File: config.mk
export PLATFORM = sky130hd
export DESIGN_NAME = h4_hci_packet_deframer
export DESIGN_NICKNAME = d
export VERILOG_FILES = /design/src/hw/rtl/h4hci_pkg.sv /design/src/hw/rtl/h4hci_cfg_regs.sv /design/src/hw/rtl/h4hci_fsm.sv /design/src/hw/rtl/h4hci_out_stage.sv /design/src/hw/rtl/h4_hci_packet_deframer.sv
export SDC_FILE = /design/constraint.sdc
export NUM_CORES = 1
export LEC_CHECK = 0
export BUFFER_PORTS_ARGS = -buffer_cell sky130_fd_sc_hd__buf_2
export CAP_MARGIN = 30
export CORE_ASPECT_RATIO = 0.5
export CORE_MARGIN = 2
export CORE_UTILIZATION = 54
export CTS_CLUSTER_SIZE = 30
export DETAILED_ROUTE_END_ITERATION = 7
export MAX_ROUTING_LAYER = met4
export PLACE_DENSITY = 0.81
export SETUP_SLACK_MARGIN = 0.02
export SLEW_MARGIN = 20
export SYNTH_ARGS = -nofsm -noshare
export SYNTH_HDL_FRONTEND = slang
export SYNTH_HIERARCHICAL = 1
export SYNTH_SLANG_ARGS = --single-unit
File: constraint.sdc
create_clock -name aclk -period 3.9 [get_ports aclk]
set_input_delay 0.78 -clock aclk [delete_from_list [all_inputs] [get_ports aclk]]
set_output_delay 0.78 -clock aclk [all_outputs]
set_load 0.01 [all_outputs]
File: src/hw/rtl/h4hci_pkg.sv
// ----------------------------------------------------------------------------
// h4hci_pkg
// types and constants shared by the h4 deframer modules
// ----------------------------------------------------------------------------
package h4hci_pkg;

    localparam logic [7:0]  TYPE_EVT         = 8'h04;
    localparam logic [7:0]  TYPE_ACL         = 8'h02;
    localparam logic [15:0] MAX_LEN_RESET    = 16'd1024;
    localparam int          PADDR_W          = 3;
    localparam logic        REG_IDX_MAX_LEN  = 1'b0;

    localparam logic        KIND_EVT         = 1'b0;
    localparam logic        KIND_ACL         = 1'b1;

    localparam logic        STATUS_OK        = 1'b0;
    localparam logic        STATUS_TOO_LONG  = 1'b1;

    typedef enum logic [1:0] {
        PH_TYPE    = 2'd0,
        PH_EVT_HDR = 2'd1,
        PH_ACL_HDR = 2'd2,
        PH_PAYLOAD = 2'd3
    } phase_t;

    // one output beat plus its valid flag
    typedef struct packed {
        logic       valid;
        logic [7:0] data_byte;
        logic       packet_kind;
        logic       first_byte;
        logic       last_byte;
        logic       status;
    } beat_t;

endpackage

File: src/hw/rtl/h4hci_cfg_regs.sv
// ----------------------------------------------------------------------------
// h4hci_cfg_regs
// apb register file holding the payload length limit
// ----------------------------------------------------------------------------
module h4hci_cfg_regs (
    input  logic                          aclk,
    input  logic                          aresetn,
    input  logic                          psel,
    input  logic                          penable,
    input  logic                          pwrite,
    input  logic [h4hci_pkg::PADDR_W-1:0] paddr,
    input  logic [31:0]                   pwdata,
    output logic [31:0]                   prdata,
    output logic                          pready,
    output logic [15:0]                   max_len
);

    logic [15:0] max_len_reg;
    logic [15:0] max_len_next;
    logic        wr_hit;

    // word index is paddr[2]
    assign wr_hit = psel && penable && pwrite
                    && (paddr[2] == h4hci_pkg::REG_IDX_MAX_LEN);

    always_comb begin
        max_len_next = max_len_reg;
        if (wr_hit) begin
            max_len_next = pwdata[15:0];
        end
    end

    always_ff @(posedge aclk) begin
        if (!aresetn) begin
            max_len_reg <= h4hci_pkg::MAX_LEN_RESET;
        end else begin
            max_len_reg <= max_len_next;
        end
    end

    always_comb begin
        prdata = 32'd0;
        if (paddr[2] == h4hci_pkg::REG_IDX_MAX_LEN) begin
            prdata = {16'd0, max_len_reg};
        end
    end

    assign pready  = 1'b1;
    assign max_len = max_len_reg;

endmodule

File: src/hw/rtl/h4hci_fsm.sv
// ----------------------------------------------------------------------------
// h4hci_fsm
// packet phase tracking and per-byte result decode
// ----------------------------------------------------------------------------
module h4hci_fsm (
    input  logic                  aclk,
    input  logic                  aresetn,
    input  logic                  accept,
    input  logic [7:0]            rx_byte,
    input  logic [15:0]           max_len,
    output h4hci_pkg::beat_t      beat
);

    h4hci_pkg::phase_t phase_reg, phase_next;
    logic        kind_reg,      kind_next;
    logic [1:0]  hdr_cnt_reg,   hdr_cnt_next;
    logic [7:0]  len_low_reg,   len_low_next;
    logic [15:0] remaining_reg, remaining_next;

    logic        hdr_done;
    logic [15:0] hdr_len;
    logic        too_long;
    logic        zero_len;

    // header end: second event byte or fourth acl byte
    always_comb begin
        hdr_done = 1'b0;
        hdr_len  = {8'd0, rx_byte};
        case (phase_reg)
            h4hci_pkg::PH_EVT_HDR: begin
                hdr_done = (hdr_cnt_reg != 2'd0);
                hdr_len  = {8'd0, rx_byte};
            end
            h4hci_pkg::PH_ACL_HDR: begin
                hdr_done = (hdr_cnt_reg == 2'd3);
                hdr_len  = {rx_byte, len_low_reg};
            end
            default: begin
                hdr_done = 1'b0;
            end
        endcase
    end

    assign too_long = (hdr_len > max_len);
    assign zero_len = (hdr_len == 16'd0);

    // next state
    always_comb begin
        phase_next     = phase_reg;
        kind_next      = kind_reg;
        hdr_cnt_next   = hdr_cnt_reg;
        len_low_next   = len_low_reg;
        remaining_next = remaining_reg;
        if (accept) begin
            case (phase_reg)
                h4hci_pkg::PH_EVT_HDR,
                h4hci_pkg::PH_ACL_HDR: begin
                    if (hdr_done) begin
                        hdr_cnt_next = 2'd0;
                        if (too_long || zero_len) begin
                            phase_next = h4hci_pkg::PH_TYPE;
                        end else begin
                            phase_next     = h4hci_pkg::PH_PAYLOAD;
                            remaining_next = hdr_len;
                        end
                    end else begin
                        hdr_cnt_next = hdr_cnt_reg + 2'd1;
                        if (hdr_cnt_reg == 2'd2) begin
                            len_low_next = rx_byte;
                        end
                    end
                end
                h4hci_pkg::PH_PAYLOAD: begin
                    if (remaining_reg <= 16'd1) begin
                        remaining_next = 16'd0;
                        phase_next     = h4hci_pkg::PH_TYPE;
                    end else begin
                        remaining_next = remaining_reg - 16'd1;
                    end
                end
                default: begin
                    hdr_cnt_next = 2'd0;
                    if (rx_byte == h4hci_pkg::TYPE_EVT) begin
                        kind_next  = h4hci_pkg::KIND_EVT;
                        phase_next = h4hci_pkg::PH_EVT_HDR;
                    end else if (rx_byte == h4hci_pkg::TYPE_ACL) begin
                        kind_next  = h4hci_pkg::KIND_ACL;
                        phase_next = h4hci_pkg::PH_ACL_HDR;
                    end
                end
            endcase
        end
    end

    // result decode
    always_comb begin
        beat.valid       = 1'b0;
        beat.data_byte   = rx_byte;
        beat.packet_kind = kind_reg;
        beat.first_byte  = 1'b0;
        beat.last_byte   = 1'b0;
        beat.status      = h4hci_pkg::STATUS_OK;
        case (phase_reg)
            h4hci_pkg::PH_EVT_HDR,
            h4hci_pkg::PH_ACL_HDR: begin
                beat.valid      = accept;
                beat.first_byte = (hdr_cnt_reg == 2'd0);
                if (hdr_done) begin
                    beat.last_byte = too_long || zero_len;
                    beat.status    = too_long ? h4hci_pkg::STATUS_TOO_LONG
                                              : h4hci_pkg::STATUS_OK;
                end
            end
            h4hci_pkg::PH_PAYLOAD: begin
                beat.valid     = accept;
                beat.last_byte = (remaining_reg <= 16'd1);
            end
            default: begin
                beat.valid = 1'b0;
            end
        endcase
    end

    always_ff @(posedge aclk) begin
        if (!aresetn) begin
            phase_reg     <= h4hci_pkg::PH_TYPE;
            kind_reg      <= h4hci_pkg::KIND_EVT;
            hdr_cnt_reg   <= 2'd0;
            len_low_reg   <= 8'd0;
            remaining_reg <= 16'd0;
        end else begin
            phase_reg     <= phase_next;
            kind_reg      <= kind_next;
            hdr_cnt_reg   <= hdr_cnt_next;
            len_low_reg   <= len_low_next;
            remaining_reg <= remaining_next;
        end
    end

endmodule

File: src/hw/rtl/h4hci_out_stage.sv
// ----------------------------------------------------------------------------
// h4hci_out_stage
// result register on the master side
// ----------------------------------------------------------------------------
module h4hci_out_stage (
    input  logic                 aclk,
    input  logic                 aresetn,
    input  h4hci_pkg::beat_t     beat,
    output logic                 in_ready,
    output logic                 m_tvalid,
    input  logic                 m_tready,
    output logic [7:0]           m_tdata,
    output logic [2:0]           m_tuser,
    output logic                 m_tlast
);

    logic             valid_reg, valid_next;
    h4hci_pkg::beat_t data_reg,  data_next;

    // free when empty or draining this cycle
    assign in_ready = !valid_reg || m_tready;

    always_comb begin
        valid_next = valid_reg;
        data_next  = data_reg;
        if (in_ready) begin
            valid_next = beat.valid;
            if (beat.valid) begin
                data_next = beat;
            end
        end
    end

    always_ff @(posedge aclk) begin
        if (!aresetn) begin
            valid_reg <= 1'b0;
        end else begin
            valid_reg <= valid_next;
        end
    end

    always_ff @(posedge aclk) begin
        data_reg <= data_next;
    end

    assign m_tvalid = valid_reg;
    assign m_tdata  = data_reg.data_byte;
    assign m_tuser  = {data_reg.status, data_reg.first_byte, data_reg.packet_kind};
    assign m_tlast  = data_reg.last_byte;

endmodule

File: src/hw/rtl/h4_hci_packet_deframer.sv
// ----------------------------------------------------------------------------
// h4_hci_packet_deframer
// h4 uart receive deframer for hci event and acl data packets
// ----------------------------------------------------------------------------
//
//   channel   | direction | payload                                 | handshake
//   ----------+-----------+-----------------------------------------+-----------------
//   s_        | in        | tdata: rx_byte                          | tvalid/tready
//   m_        | out       | tdata: data_byte, tuser: kind/first/err | tvalid/tready
//   apb       | in        | max_payload_len at byte address 0       | psel/penable
//
// one input beat per cycle while s_tready is high; each beat needs one state update, and its result
// (if any) lands in the output register on the same edge and is seen on m_ after that edge
// type bytes and unknown type bytes give no output beat
// s_tready follows the output register: high when it is empty or being taken
// reset (aresetn low, synchronous) returns to waiting for a type byte and
// sets the length limit to 1024
// ----------------------------------------------------------------------------
module h4_hci_packet_deframer (
    input  logic                          aclk,
    input  logic                          aresetn,
    // input stream
    input  logic                          s_tvalid,
    output logic                          s_tready,
    input  logic [7:0]                    s_tdata,   // [7:0] rx_byte
    // result stream
    output logic                          m_tvalid,
    input  logic                          m_tready,
    output logic [7:0]                    m_tdata,   // [7:0] data_byte
    output logic [2:0]                    m_tuser,   // [0] packet_kind [1] first_byte [2] status
    output logic                          m_tlast,   // last_byte
    // configuration
    input  logic                          psel,
    input  logic                          penable,
    input  logic                          pwrite,
    input  logic [h4hci_pkg::PADDR_W-1:0] paddr,
    input  logic [31:0]                   pwdata,
    output logic [31:0]                   prdata,
    output logic                          pready
);

    logic             in_ready;
    logic             accept;
    logic [15:0]      max_len;
    h4hci_pkg::beat_t beat;

    assign s_tready = in_ready;
    assign accept   = s_tvalid && in_ready;

    // length limit register
    h4hci_cfg_regs u_cfg (
        .aclk    (aclk),
        .aresetn (aresetn),
        .psel    (psel),
        .penable (penable),
        .pwrite  (pwrite),
        .paddr   (paddr),
        .pwdata  (pwdata),
        .prdata  (prdata),
        .pready  (pready),
        .max_len (max_len)
    );

    // phase tracking and byte tagging
    h4hci_fsm u_fsm (
        .aclk    (aclk),
        .aresetn (aresetn),
        .accept  (accept),
        .rx_byte (s_tdata),
        .max_len (max_len),
        .beat    (beat)
    );

    // result register
    h4hci_out_stage u_out (
        .aclk     (aclk),
        .aresetn  (aresetn),
        .beat     (beat),
        .in_ready (in_ready),
        .m_tvalid (m_tvalid),
        .m_tready (m_tready),
        .m_tdata  (m_tdata),
        .m_tuser  (m_tuser),
        .m_tlast  (m_tlast)
    );

endmodule

==> summary.md <==
| Metric | Value |
|---|---|
| Post-CTS Repair Setup Buffers | `0` |
| Endpoints failing hold | `0` |
| Worst Hold Class | `register to register` |
| Endpoint, Worst Hold | `u_cfg/max_len[3]` |
| Drt initial violations | `236` |
| Max Fclk | `281 MHz` |
| Worst slew pin tran | `0.934 ns` |
| Largest area contributor in the netlist | `dfxtp_1` |
| CTS tree | `yes` |
| Non-Filler Instances | `592` |
| Fin util | `64.2%` |
| Synth-to-layout area growth | `13.5%` |
| Setup violations, final | `0` |
| Pin count of the biggest net entering global routing | `58` |
| Peak VDD IR | `0.236 mV` |
| Rows | `21` |
| Pwr dens | `359 mW/mm^2` |
| Max Cap Violations | `0` |
| Critical path endpoint category | `register` |
| Num ports | `97` |
| Die H | `63.5 um` |
| Wirelength per Cell | `14.9 um` |
| Core Area | `0.00675 sq mm` |
| Post_cts resized | `0` |
| FF-to-FF setup slack | `0.34 ns` |
| Mapped cell area | `0.00382 sq mm` |
| Overall routed net length | `8.80 mm` |
| Ys Warns | `6` |
| DRT Pass-1 Iters | `5` |
| Mux cell area share after synthesis | `9.40%` |
| Post-synth top flop | `dfxtp_1` |
| RSZ-0062 raised after global routing | `false` |
| Main combinational cell family by area after synthesis | `simple AND/OR/NAND/NOR gates` |
| Fill cells | `547` |
| Port bufs | `61` |
| Routability cong. | `0.893` |
| Slew Limit Fails | `0` |
| Initial antenna violation count | `0` |
| Library cells used by synthesis | `63` |
| CTS max path bufs | `2` |
| Hold-fix buffers, CTS | `0` |
| EDFF count, synth | `12` |
| GRT Total Usage | `25.4%` |
| Cell count after placement | `576` |
| Hpwl dp | `6.15 mm` |
| CTS buffer count | `9` |
| DRC violations left | `0` |
| Die Area | `0.00780 sq mm` |
| Critical Path RT | `4.10 ns` |
| Clk root buf | `clkbuf_16` |
| Vias in the first global route | `3097` |
| Hold_sp | `u_cfg/max_len[3]` |
| First-pass GRT wire length | `14.9 mm` |
| Most common cell in the netlist | `nand2_1` |
| Cell area after placement | `0.00402 sq mm` |
| Final setup skew | `0.00416 ns` |
| Post-Synth Simple-Gate Area | `22.7%` |
| Register area | `0.00128 sq mm` |
| Crit share post-route | `91.4%` |
| Async S/R FF share, synth | `0%` |
| Multi-input gate area | `0.00218 sq mm` |
| Via count | `3283` |
| WP data arrival | `3.76 ns` |
| Synth Area in Compound Gates | `13.1%` |
| Final #Nets | `570` |
| Post-Synth Adder-Cell Area | `8.19%` |
| Avg Cell Area, Syn | `8.49 sq um` |
| Hold path cells | `2` |
| Setup TNS | `0 ns` |
| Post-route setup slack | `0.337 ns` |
| Top cells by area, synth | `dfxtp_1 24%, edfxtp_1 9.4%, ha_1 8.2%` |
| Clk sinks | `58` |
| Clock transition at the registers of the reported paths | `0.05 ns` |
| H-Tree Depth | `3` |
| Xor/xnor share of the synthesized area | `2.06%` |
| R2r worst-path depth | `10` |
| Max-slew headroom | `37.7%` |
| Worst r2r src | `u_fsm/phase_reg[0]` |
| Seq/Total Area, Yosys | `33.5%` |
| R2r endpoint | `u_fsm/remaining_reg[3]` |
| P_leak | `1.91 nW` |
| Starting Density | `56.6%` |
| Run status | `completed` |
| Worst Setup Start Kind | `register` |
| Share of cells above drive strength 1 | `20.8%` |
| Finished Cell Area | `0.00433 sq mm` |
| Synthesized flop and latch total | `58` |
| Ant diodes | `0` |
| Place WS | `0.390 ns` |
| Final min period | `3.56 ns` |
| Die Wd | `123 um` |
| Synth top cells by count | `69 x nand2_1, 46 x dfxtp_1, 28 x inv_1, 28 x mux2i_1, 26 x buf_4` |
| Total gr overflow | `0` |
| ANT nets after route | `0` |
| Syn Inst Count | `450` |
| Post-synth top area share | `24.1%` |
| Vias/cell | `5.55` |
| Largest fanout on the critical path | `20` |
| Worst-Skew Late Latency | `0.33 ns` |
| Critical path class | `register to register` |
[cell usage in the layout (no fill, tap or decap), types with 3 or more instances in the layout]
cell / Yosys / layout
xnor2_1: 5 / 5
or3_1: 3 / 3
edfxtp_1: 12 / 12
nand3_1: 6 / 6
mux2i_1: 28 / 28
mux2_2: 6 / 6
nand4_1: 3 / 3
ha_1: 25 / 25
dfxtp_1: 46 / 46
a21oi_1: 18 / 18
o211ai_1: 9 / 9
buf_4: 26 / 4
o21ai_0: 22 / 22
nor2b_1: 16 / 16
buf_2: 1 / 61
conb_1: 2 / 17
and2_1: 10 / 10
xor2_1: 4 / 4
clkbuf_16: 0 / 9
inv_1: 28 / 28
o22ai_1: 3 / 3
and2b_2: 6 / 6
nand2_1: 69 / 69
nor2_1: 25 / 25
nor3_1: 9 / 9
nor4_1: 6 / 6
[cell families (layout without fill, tap and decap cells)]
family                     Yosys count  in the layout
muxes                               35             35
and+or+nand+nor                    170            170
AOI/OAI and AO/OA                   76             76
DFF                                 58             58
other                                2             17
adders and majority gates           25             25
buffers and inverters               75            110
xor gates and xnor gates             9              9
[worst max-delay path by stage]
| stage | start | endpoint | slack, ns | cells past startpoint |
|---|---|---|---|---|
| 6_report | u_fsm/phase_reg[0] | u_fsm/remaining_reg[3] | 0.34 | 10 |
| 3_5_place_dp | u_fsm/phase_reg[0] | u_fsm/remaining_reg[3] | 0.39 | 10 |
| 3_3_place_gp | u_fsm/phase_reg[0] | u_fsm/remaining_reg[3] | 0.46 | 10 |
| 2_1_floorplan | u_fsm/phase_reg[0] | u_fsm/remaining_reg[2] | 0.80 | 13 |
| 5_1_grt | u_fsm/phase_reg[0] | u_fsm/remaining_reg[12] | 0.1 | 10 |
| 4_1_cts | u_fsm/phase_reg[0] | u_fsm/remaining_reg[3] | 0.40 | 10 |
[layout make-up]
cell class                      count  area share, %
Inverter                           29           2.51
Sequential cell                    58           29.6
Multi-Input combinational cell    332           50.4
Tap cell                           92           2.66
Timing Repair Buffer               65           7.74
Clock inverter                      6           1.88
Clock buffer                       10           5.28
[critical path: stages (launching register included)]
cell and delay, ns:
dfxtp_1 0.35, inv_1 0.12, ha_1 0.60, mux2_2 0.42, ha_1 0.30, nand2_1 0.07
nor4_1 0.31, nand2_1 0.20, a211oi_2 0.52, or2_1 0.38, a311oi_2 0.15
[metal layers]
layer	wire length [um]	up-vias	track usage, %	part of all wire, %
met4	128	0	8.91	1.5
met3	678	16	6.70	7.7
met1	4160	1521	33.6	47
li1	-	1593	-	-
met5	0	-	-	0
met2	3840	153	37.6	44
[power by group]
| part | internal, mW | leakage, nW | total [mW] | switching, mW |
|---|---|---|---|---|
| registers | 0.617 | 0.480 | 0.620 | 0.00314 |
| clock network | 0.554 | 0.150 | 0.826 | 0.272 |
| logic | 0.0413 | 1.28 | 0.112 | 0.0702 |
[stage by stage]
step           total power [mW]  hold slack, ns
3_3_place_gp              0.740           0.433
6_report                   1.56           0.467
5_1_grt                    1.61           0.493
4_1_cts                    1.56           0.470
3_5_place_dp              0.742           0.462
2_1_floorplan             0.720           0.443
Note: power is estimated with default switching activity, not from simulation.
